--- config.mk ---
export PLATFORM = sky130hd
export DESIGN_NAME = six_bit_text_encoder
export DESIGN_NICKNAME = d
export VERILOG_FILES = /design/src/sbte_pkg.sv /design/src/sbte_encode.sv /design/src/sbte_outq.sv /design/src/six_bit_text_encoder.sv
export SDC_FILE = /design/constraint.sdc
export NUM_CORES = 1
export LEC_CHECK = 0
export ABC_AREA = 1
export BUFFER_PORTS_ARGS = -buffer_cell sky130_fd_sc_hd__buf_2
export CORE_MARGIN = 1.5
export CORE_UTILIZATION = 30
export DETAILED_ROUTE_END_ITERATION = 7
export PLACE_DENSITY = 0.54
export SKIP_CTS_REPAIR_TIMING = 1
export SYNTH_ARGS = -nofsm -noshare
export SYNTH_HDL_FRONTEND = slang
export SYNTH_SLANG_ARGS = --single-unit
--- constraint.sdc ---
create_clock -name aclk -period 6.25 [get_ports aclk]
set_clock_uncertainty 0.1 [all_clocks]
set_input_delay 1.25 -clock aclk [delete_from_list [all_inputs] [get_ports aclk]]
set_output_delay 1.25 -clock aclk [all_outputs]
set_load 0.01 [all_outputs]
--- src/sbte_pkg.sv ---
// Package for the six-bit text encoder: result types and shared constants.
// Used by sbte_encode, sbte_outq and six_bit_text_encoder; depends on nothing.
package sbte_pkg;

    localparam int unsigned COUNT_BITS_DEFAULT = 16;
    localparam int unsigned SYM_BITS           = 6;
    localparam logic [7:0]  SYM_OFFSET         = 8'h3C;
    localparam logic [15:0] DEST_LIMIT_RESET   = 16'd1024;

    // One result item as it leaves the block.
    typedef struct packed {
        logic [7:0]  symbol;
        logic        has_symbol;
        logic        end_of_run;
        logic [15:0] total_length;
    } result_t;

    // The results caused by one input item: count of valid slots, then slots.
    typedef struct packed {
        logic [1:0]        count;
        result_t [1:0]     res;
    } pair_t;

endpackage

--- src/sbte_encode.sv ---
// Encoding step: holds the leftover bits, phase and symbol count and turns
// one source byte into up to two results. Depends on sbte_pkg.
module sbte_encode #(
    parameter int unsigned COUNT_BITS = sbte_pkg::COUNT_BITS_DEFAULT
) (
    input  logic                aclk,
    input  logic                aresetn,
    input  logic                advance,
    input  logic [7:0]          src_byte,
    input  logic                is_last,
    input  logic [15:0]         dest_limit,
    output sbte_pkg::pair_t     pair
);

    localparam int unsigned CW = (COUNT_BITS > 16) ? COUNT_BITS : 16;
    localparam logic [CW-1:0] COUNT_MAX = CW'({COUNT_BITS{1'b1}});

    localparam logic [1:0] PH_NONE = 2'd0;
    localparam logic [1:0] PH_TWO  = 2'd1;
    localparam logic [1:0] PH_FOUR = 2'd2;

    localparam int unsigned SB = sbte_pkg::SYM_BITS;

    logic [SB-1:0]         leftover_reg, leftover_next;
    logic [1:0]            phase_reg, phase_next;
    logic [COUNT_BITS-1:0] count_reg, count_next;

    logic [CW-1:0] lim;
    logic [CW-1:0] cnt_w;
    logic [CW-1:0] cnt1;
    logic [CW-1:0] cnt_n;
    logic [SB-1:0] made;
    logic [SB-1:0] rest;
    logic [SB-1:0] sym0;
    logic [SB-1:0] sym1;
    logic [SB-1:0] left_n;
    logic [1:0]    ph_after;
    logic [1:0]    ph_n;
    logic          wrap;
    logic [1:0]    n;
    logic [15:0]   total;

    always_comb begin
        lim   = (CW'(dest_limit) < COUNT_MAX) ? CW'(dest_limit) : COUNT_MAX;
        cnt_w = CW'(count_reg);
        cnt1  = cnt_w + CW'(1);
        wrap  = 1'b0;

        case (phase_reg)
            PH_NONE: begin
                made     = src_byte[7:2];
                rest     = {src_byte[1:0], 4'b0000};
                ph_after = PH_TWO;
            end
            PH_TWO: begin
                made     = leftover_reg | {2'b00, src_byte[7:4]};
                rest     = {src_byte[3:0], 2'b00};
                ph_after = PH_FOUR;
            end
            default: begin
                made     = leftover_reg | {4'b0000, src_byte[7:6]};
                rest     = src_byte[5:0];
                ph_after = PH_NONE;
                wrap     = 1'b1;
            end
        endcase

        sym0   = '0;
        sym1   = '0;
        n      = 2'd0;
        left_n = leftover_reg;
        ph_n   = phase_reg;
        cnt_n  = cnt_w;

        if (cnt_w < lim) begin
            sym0 = made;
            n    = 2'd1;
            if (wrap) begin
                left_n = '0;
                ph_n   = PH_NONE;
                if (cnt1 < lim) begin
                    sym1  = rest;
                    n     = 2'd2;
                    cnt_n = cnt1 + CW'(1);
                end else begin
                    cnt_n = cnt1;
                end
            end else begin
                left_n = rest;
                ph_n   = ph_after;
                cnt_n  = cnt1;
            end
        end

        // The last byte flushes pending bits when a symbol still fits.
        if (is_last && ph_n != PH_NONE && cnt_n < lim && n != 2'd2) begin
            if (n == 2'd0) begin
                sym0 = left_n;
                n    = 2'd1;
            end else begin
                sym1 = left_n;
                n    = 2'd2;
            end
            cnt_n = cnt_n + CW'(1);
        end

        total = cnt_n[15:0];

        pair = '0;
        if (is_last && n == 2'd0) begin
            pair.count                  = 2'd1;
            pair.res[0].end_of_run      = 1'b1;
            pair.res[0].total_length    = total;
        end else begin
            pair.count                  = n;
            pair.res[0].symbol          = {2'b00, sym0} + sbte_pkg::SYM_OFFSET;
            pair.res[0].has_symbol      = 1'b1;
            pair.res[0].end_of_run      = (n == 2'd1);
            pair.res[0].total_length    = (n == 2'd1 && is_last) ? total : 16'd0;
            pair.res[1].symbol          = {2'b00, sym1} + sbte_pkg::SYM_OFFSET;
            pair.res[1].has_symbol      = 1'b1;
            pair.res[1].end_of_run      = 1'b1;
            pair.res[1].total_length    = is_last ? total : 16'd0;
        end

        if (is_last) begin
            leftover_next = '0;
            phase_next    = PH_NONE;
            count_next    = '0;
        end else begin
            leftover_next = left_n;
            phase_next    = ph_n;
            count_next    = cnt_n[COUNT_BITS-1:0];
        end
    end

    always_ff @(posedge aclk) begin
        if (!aresetn) begin
            leftover_reg <= '0;
            phase_reg    <= PH_NONE;
            count_reg    <= '0;
        end else if (advance) begin
            leftover_reg <= leftover_next;
            phase_reg    <= phase_next;
            count_reg    <= count_next;
        end
    end

    a_phase_code: assert property (@(posedge aclk) disable iff (!aresetn)
        phase_reg != 2'd3)
        else $error("sbte_encode: unused phase code reached");

    a_no_stale_bits: assert property (@(posedge aclk) disable iff (!aresetn)
        phase_reg == PH_NONE |-> leftover_reg == '0)
        else $error("sbte_encode: leftover bits held with no phase");

endmodule

--- src/sbte_outq.sv ---
// Result buffer: holds the up to two results of one item and hands them out
// one per handshake. Depends on sbte_pkg.
module sbte_outq (
    input  logic                aclk,
    input  logic                aresetn,
    input  logic                load,
    input  sbte_pkg::pair_t     pair,
    output logic                can_load,
    output logic                m_valid,
    input  logic                m_ready,
    output sbte_pkg::result_t   m_result
);

    logic              v0_reg, v1_reg;
    sbte_pkg::result_t slot0_reg, slot1_reg;
    logic              take;

    assign m_valid  = v0_reg | v1_reg;
    assign m_result = v0_reg ? slot0_reg : slot1_reg;
    assign take     = m_valid & m_ready;
    // Free after this cycle when empty or when the one remaining result leaves.
    assign can_load = !m_valid || (m_ready && !(v0_reg && v1_reg));

    always_ff @(posedge aclk) begin
        if (!aresetn) begin
            v0_reg <= 1'b0;
            v1_reg <= 1'b0;
        end else if (load) begin
            v0_reg <= (pair.count != 2'd0);
            v1_reg <= (pair.count == 2'd2);
        end else if (take) begin
            if (v0_reg) begin
                v0_reg <= 1'b0;
            end else begin
                v1_reg <= 1'b0;
            end
        end
    end

    always_ff @(posedge aclk) begin
        if (load) begin
            slot0_reg <= pair.res[0];
            slot1_reg <= pair.res[1];
        end
    end

    a_first_not_end: assert property (@(posedge aclk) disable iff (!aresetn)
        (v0_reg && v1_reg) |-> !slot0_reg.end_of_run)
        else $error("sbte_outq: first of two results marked as end of run");

    a_count_only_ends: assert property (@(posedge aclk) disable iff (!aresetn)
        (m_valid && !m_result.has_symbol) |-> m_result.end_of_run)
        else $error("sbte_outq: count-only result without end of run");

    a_total_on_end: assert property (@(posedge aclk) disable iff (!aresetn)
        (m_valid && !m_result.end_of_run) |-> m_result.total_length == 16'd0)
        else $error("sbte_outq: total length outside the final result");

endmodule

--- src/six_bit_text_encoder.sv ---
// Top level of the six-bit text encoder: input register, configuration
// register and the instances of sbte_encode and sbte_outq. Depends on sbte_pkg.
//
// Usage:
// Source bytes enter on the s_ channel (s_src_byte, s_is_last) with a
// valid/ready handshake. Every three bytes become four symbols, each a six-bit
// value plus 0x3C, sent on the m_ channel one result item per handshake.
// s_is_last marks the final byte of a message: pending bits are flushed as a
// symbol if the limit allows, and the final result of that item carries the
// message's symbol count in m_total_length. If the item made no symbol, it
// still gives one count-only item with m_has_symbol low.
// The cfg_ channel writes dest_limit, the maximum number of symbols per
// message; it is always ready and should be written only while the block is idle.
// m_valid rises once an accepted byte has moved from the input register into the
// result buffer. With m_ready held high one byte is accepted every cycle while
// each byte gives at most one result; a byte that completes a group, or a final
// byte that flushes pending bits, can give two results and then holds the result
// buffer until both have left. When m_ready is low the result buffer and then the
// input register fill, and s_ready drops; nothing is lost. Reset clears the encoder
// state, sets dest_limit to 1024 and empties both registers.
module six_bit_text_encoder #(
    parameter int unsigned COUNT_BITS = sbte_pkg::COUNT_BITS_DEFAULT
) (
    input  logic        aclk,
    input  logic        aresetn,

    input  logic        s_valid,
    output logic        s_ready,
    input  logic [7:0]  s_src_byte,
    input  logic        s_is_last,

    output logic        m_valid,
    input  logic        m_ready,
    output logic [7:0]  m_symbol,
    output logic        m_has_symbol,
    output logic        m_end_of_run,
    output logic [15:0] m_total_length,

    input  logic        cfg_valid,
    output logic        cfg_ready,
    input  logic [15:0] cfg_data
);

    logic              in_valid_reg;
    logic [7:0]        byte_reg;
    logic              last_reg;
    logic [15:0]       dest_limit_reg;
    logic              can_load;
    logic              advance;
    sbte_pkg::pair_t   pair;
    sbte_pkg::result_t result;

    // An item moves from the input register into the encoder when the
    // result buffer will be free at this edge.
    assign advance   = in_valid_reg & can_load;
    assign s_ready   = !in_valid_reg || can_load;
    assign cfg_ready = 1'b1;

    always_ff @(posedge aclk) begin
        if (!aresetn) begin
            in_valid_reg   <= 1'b0;
            dest_limit_reg <= sbte_pkg::DEST_LIMIT_RESET;
        end else begin
            if (s_valid && s_ready) begin
                in_valid_reg <= 1'b1;
            end else if (advance) begin
                in_valid_reg <= 1'b0;
            end
            if (cfg_valid && cfg_ready) begin
                dest_limit_reg <= cfg_data;
            end
        end
    end

    always_ff @(posedge aclk) begin
        if (s_valid && s_ready) begin
            byte_reg <= s_src_byte;
            last_reg <= s_is_last;
        end
    end

    sbte_encode #(
        .COUNT_BITS (COUNT_BITS)
    ) u_encode (
        .aclk       (aclk),
        .aresetn    (aresetn),
        .advance    (advance),
        .src_byte   (byte_reg),
        .is_last    (last_reg),
        .dest_limit (dest_limit_reg),
        .pair       (pair)
    );

    sbte_outq u_outq (
        .aclk     (aclk),
        .aresetn  (aresetn),
        .load     (advance),
        .pair     (pair),
        .can_load (can_load),
        .m_valid  (m_valid),
        .m_ready  (m_ready),
        .m_result (result)
    );

    assign m_symbol       = result.symbol;
    assign m_has_symbol   = result.has_symbol;
    assign m_end_of_run   = result.end_of_run;
    assign m_total_length = result.total_length;

endmodule
==> results.tsv <==
stage	metric	value	unit
routing	ant_nets	0	
placement	port_buffers	56	
sta	finalSetupViolCount	0	
sta	rsz0062_at_grt	no	
cells_and_area	syn2layout_area_growth	13.6	%
sta	slew_headroom	31.6	%
synth	yosys_most_used_dff	edfxtp_1	
synth	ys_top_cells_by_count	183 x nand2_1, 98 x inv_1, 79 x nor2_1	
global_route	grt_pass1_wl	30200	µm
power	total_leakage_power	3.41	nW
power	p_sw_share	31.7	%
power	clock_power_share	34.4	%
synth	synthesis.area_per_instance	7.78	µm²
power	comb_power_share	20.0	%
floorplanning	row_count	56	
sta	post-route-period-util	90.9	%
critical_path	cp.required	6270	ps
global_route	grt_pass1_vias	5600	
cells_and_area	num_antenna_cells	0	
power	p_sw	0.000521	W
cts	h-tree-depth	3	
synth	synthDistinctLibCells	50	
cells_and_area	layout-drive-gt1-share	23.2	%
critical_path	path_common_cell	nand3_1	
synth	muxShareOfSynthArea	3.81	%
floorplanning	die_h	157	µm
synth	syn_nets	989	
synth	yosys.area_share.adder	8.29	%
synth	yosys_warnings	0	
sta	fmax	176	MHz
routing	drc	0	
synth	synth.area.top_cells	edfxtp_1 24%, dfxtp_1 12%, nand2_1 9.7%	
critical_path	crit_path_end_kind	flop	
synth	yosysTopAreaCell	edfxtp_1	
synth	synthCells	912	
cells_and_area	finish.utilization	34.6	%
floorplanning	ioPinCount	59	
synth	synth_compound_area_share	11.9	%
critical_path	crit_buf_inv	5	
cts	insertion_delay	360	ps
synth	synth_seq_cells	100	
cts	cts_buffers	9	
synth	yosysMostFrequentCell	nand2_1	
cts	clk_pin_slew_worst_paths	70	ps
synth	synthXorXnorAreaFrac	2.79	%
run	maxCapViolCount	0	
global_route	grt_max_degree	51	
critical_path	cp_top_family	simple AND/OR/NAND/NOR gates	
cts	cts_buffer_depth	2	
min_path	hold_path.class	flop to flop	
floorplanning	dieArea	24600	µm²
global_route	grt_overflow_total	0	
floorplanning	die_w	157	µm
power	seq_power_share	45.6	%
power	intPower	0.00112	W
sta	worst_slack	567	ps
floorplanning	core	23300	µm²
synth	synth_top_family_by_area	simple AND/OR/NAND/NOR gates	
cts	clockRootBuffer	clkbuf_16	
sta	worst_pin_slew	1020	ps
critical_path	worstPathMaxFanout	17	
status	status	finished, final reports clean	
placement	place_inst	1273	
synth	synthSimpleGateAreaFrac	27.5	%
cells_and_area	instances_no_fill	1290	
routing	via_per_inst	4.78	
synth	syn_area	7100	µm²
global_route	grtUsageTotal	16.1	%
power	p_per_area	204	nW/µm²
cells_and_area	fin_nets	1043	
routing	drt_first_pass_iters	5	
synth	yosysTopAreaCellShare	24.1	%
power	peakVddDrop	0.117	mV
cts	cts_tree	done	
sta	fin_tns_setup	0	ps
routing	via_count	6167	
sta	finalMaxSlewViolations	0	
synth	synth-edff-count	57	
critical_path	crit_type	flop to flop	
placement	globalplace.congestion	0.909	
floorplanning	initial_core_util	30.4	%
routing	wirelength	19400	µm
placement	hpwl	14900	µm
cts	clkSinkCount	100	
placement	pre_cts_ws	371	ps
critical_path	cp.arrival	5700	ps
critical_path	startpoint_type	flop	
routing	drtIter0Drc	502	
sta	hold_viol	0	
global_route	grt_antenna_before_repair	0	
sta	holdWs	370	ps
critical_path	slowest_stage	dfxtp_2	
routing	post_drt_wl_per_cell	15.0	µm
sta	fin_crit	5680	ps
synth	ys_seq_area_share	36.2	%
critical_path	slowest_delay	420	ps
synth	ys_async_sr_fraction	0	%
==> power groups by stage <==
stage,registers (W),logic [W],clock network [W]
detailed placement,0.000764,0.000321,0
global placement,0.000764,0.000319,0
finish,0.000749,0.000328,0.000566
floorplan,0.000759,0.000238,0
CTS,0.000749,0.000323,0.000581
global route,0.000753,0.000369,0.000603
==> layout by cell type (no fill, tap or decap), types with 3 or more instances in the layout <==
cell       Yosys  layout
a211oi_1       5       5
nor3_1        11      10
ha_1          47      46
inv_2         29      29
edfxtp_1      57      57
nand2_4        5       4
o211ai_1       5       5
clkinv_1       3       3
o21ai_1       12      11
nand2_1      183     183
clkbuf_16      0       9
inv_1         98      98
mux2_2        24      24
a21oi_1       66      66
or2_1          3       3
o21ai_2       10      11
xor2_2         3       4
or2_2          4       4
nor2_4         4       5
nand2_2       10      10
buf_4          4      15
nor2_1        79      77
dfxtp_1       43      41
nand3_1       61      61
inv_6          0       3
o21ai_0       32      32
o22ai_1        4       4
xor2_1        15      14
buf_2          7      56
nor2_2        24      25
nand3_2        8       8
nand4_1       16      16
==> worst register-to-register path: cells and delay by family, from the launching register on <==
family                   cells  cell delay (ps)
XOR/XNOR                     1              200
AND/OR/NAND/NOR             22             2860
AO/OA/AOI/OAI                2              380
buffers and inverters        5              440
flip-flops                   1              420
adder cells (fa/ha/maj)      4             1040
==> routing by layer <==
metal	track usage [%]	vias to the layer above	wire length (µm)
met3	3.54	18	1170
met2	23.9	179	8240
li1	-	3127	-
met5	0	-	0
met4	3.81	0	203
met1	23.4	2843	9760
==> final timing paths <==
kind | startpoint | endpoint | slack (ps) | cells after the start
max | u_encode.cnt_w[0] | u_outq.slot1_reg[24] | 570 | 34
min reg2reg | u_encode.leftover_reg[3] | u_encode.leftover_reg[3] | 370 | 2
min | u_encode.leftover_reg[3] | u_encode.leftover_reg[3] | 370 | 2
max reg2reg | u_encode.cnt_w[0] | u_outq.slot1_reg[24] | 570 | 34
==> layout make-up <==
| class | instances | area (µm²) |
|---|---|---|
| Clock buffer | 9 | 225 |
| Clock inverter | 7 | 66.3 |
| Fill cell | 2474 | 15300 |
| Inverter | 132 | 500 |
| Multi-Input combinational cell | 652 | 3910 |
| Sequential cell | 100 | 2570 |
| Tap cell | 319 | 399 |
| Timing Repair Buffer | 71 | 393 |
==> stage by stage <==
stage / power [W] / cell area, µm²
3_5_place_dp: 0.00109 / 7720
4_1_cts: 0.00165 / 8020
2_1_floorplan: 0.000997 / 7100
5_1_grt: 0.00172 / 8060
3_3_place_gp: 0.00108 / 7720
6_report: 0.00164 / 8060
==> logic make-up (layout without fill, tap and decap cells) <==
kind of cell    count (synthesis)  count (layout)
flops                         100             100
mux                            24              24
fa+ha+maj                      47              47
compound gates                145             145
other cells                     2               2
xor+xnor                       20              20
simple gates                  414             414
buf+inv                       160             219
No activity file was read; power rests on OpenSTA's default activity.
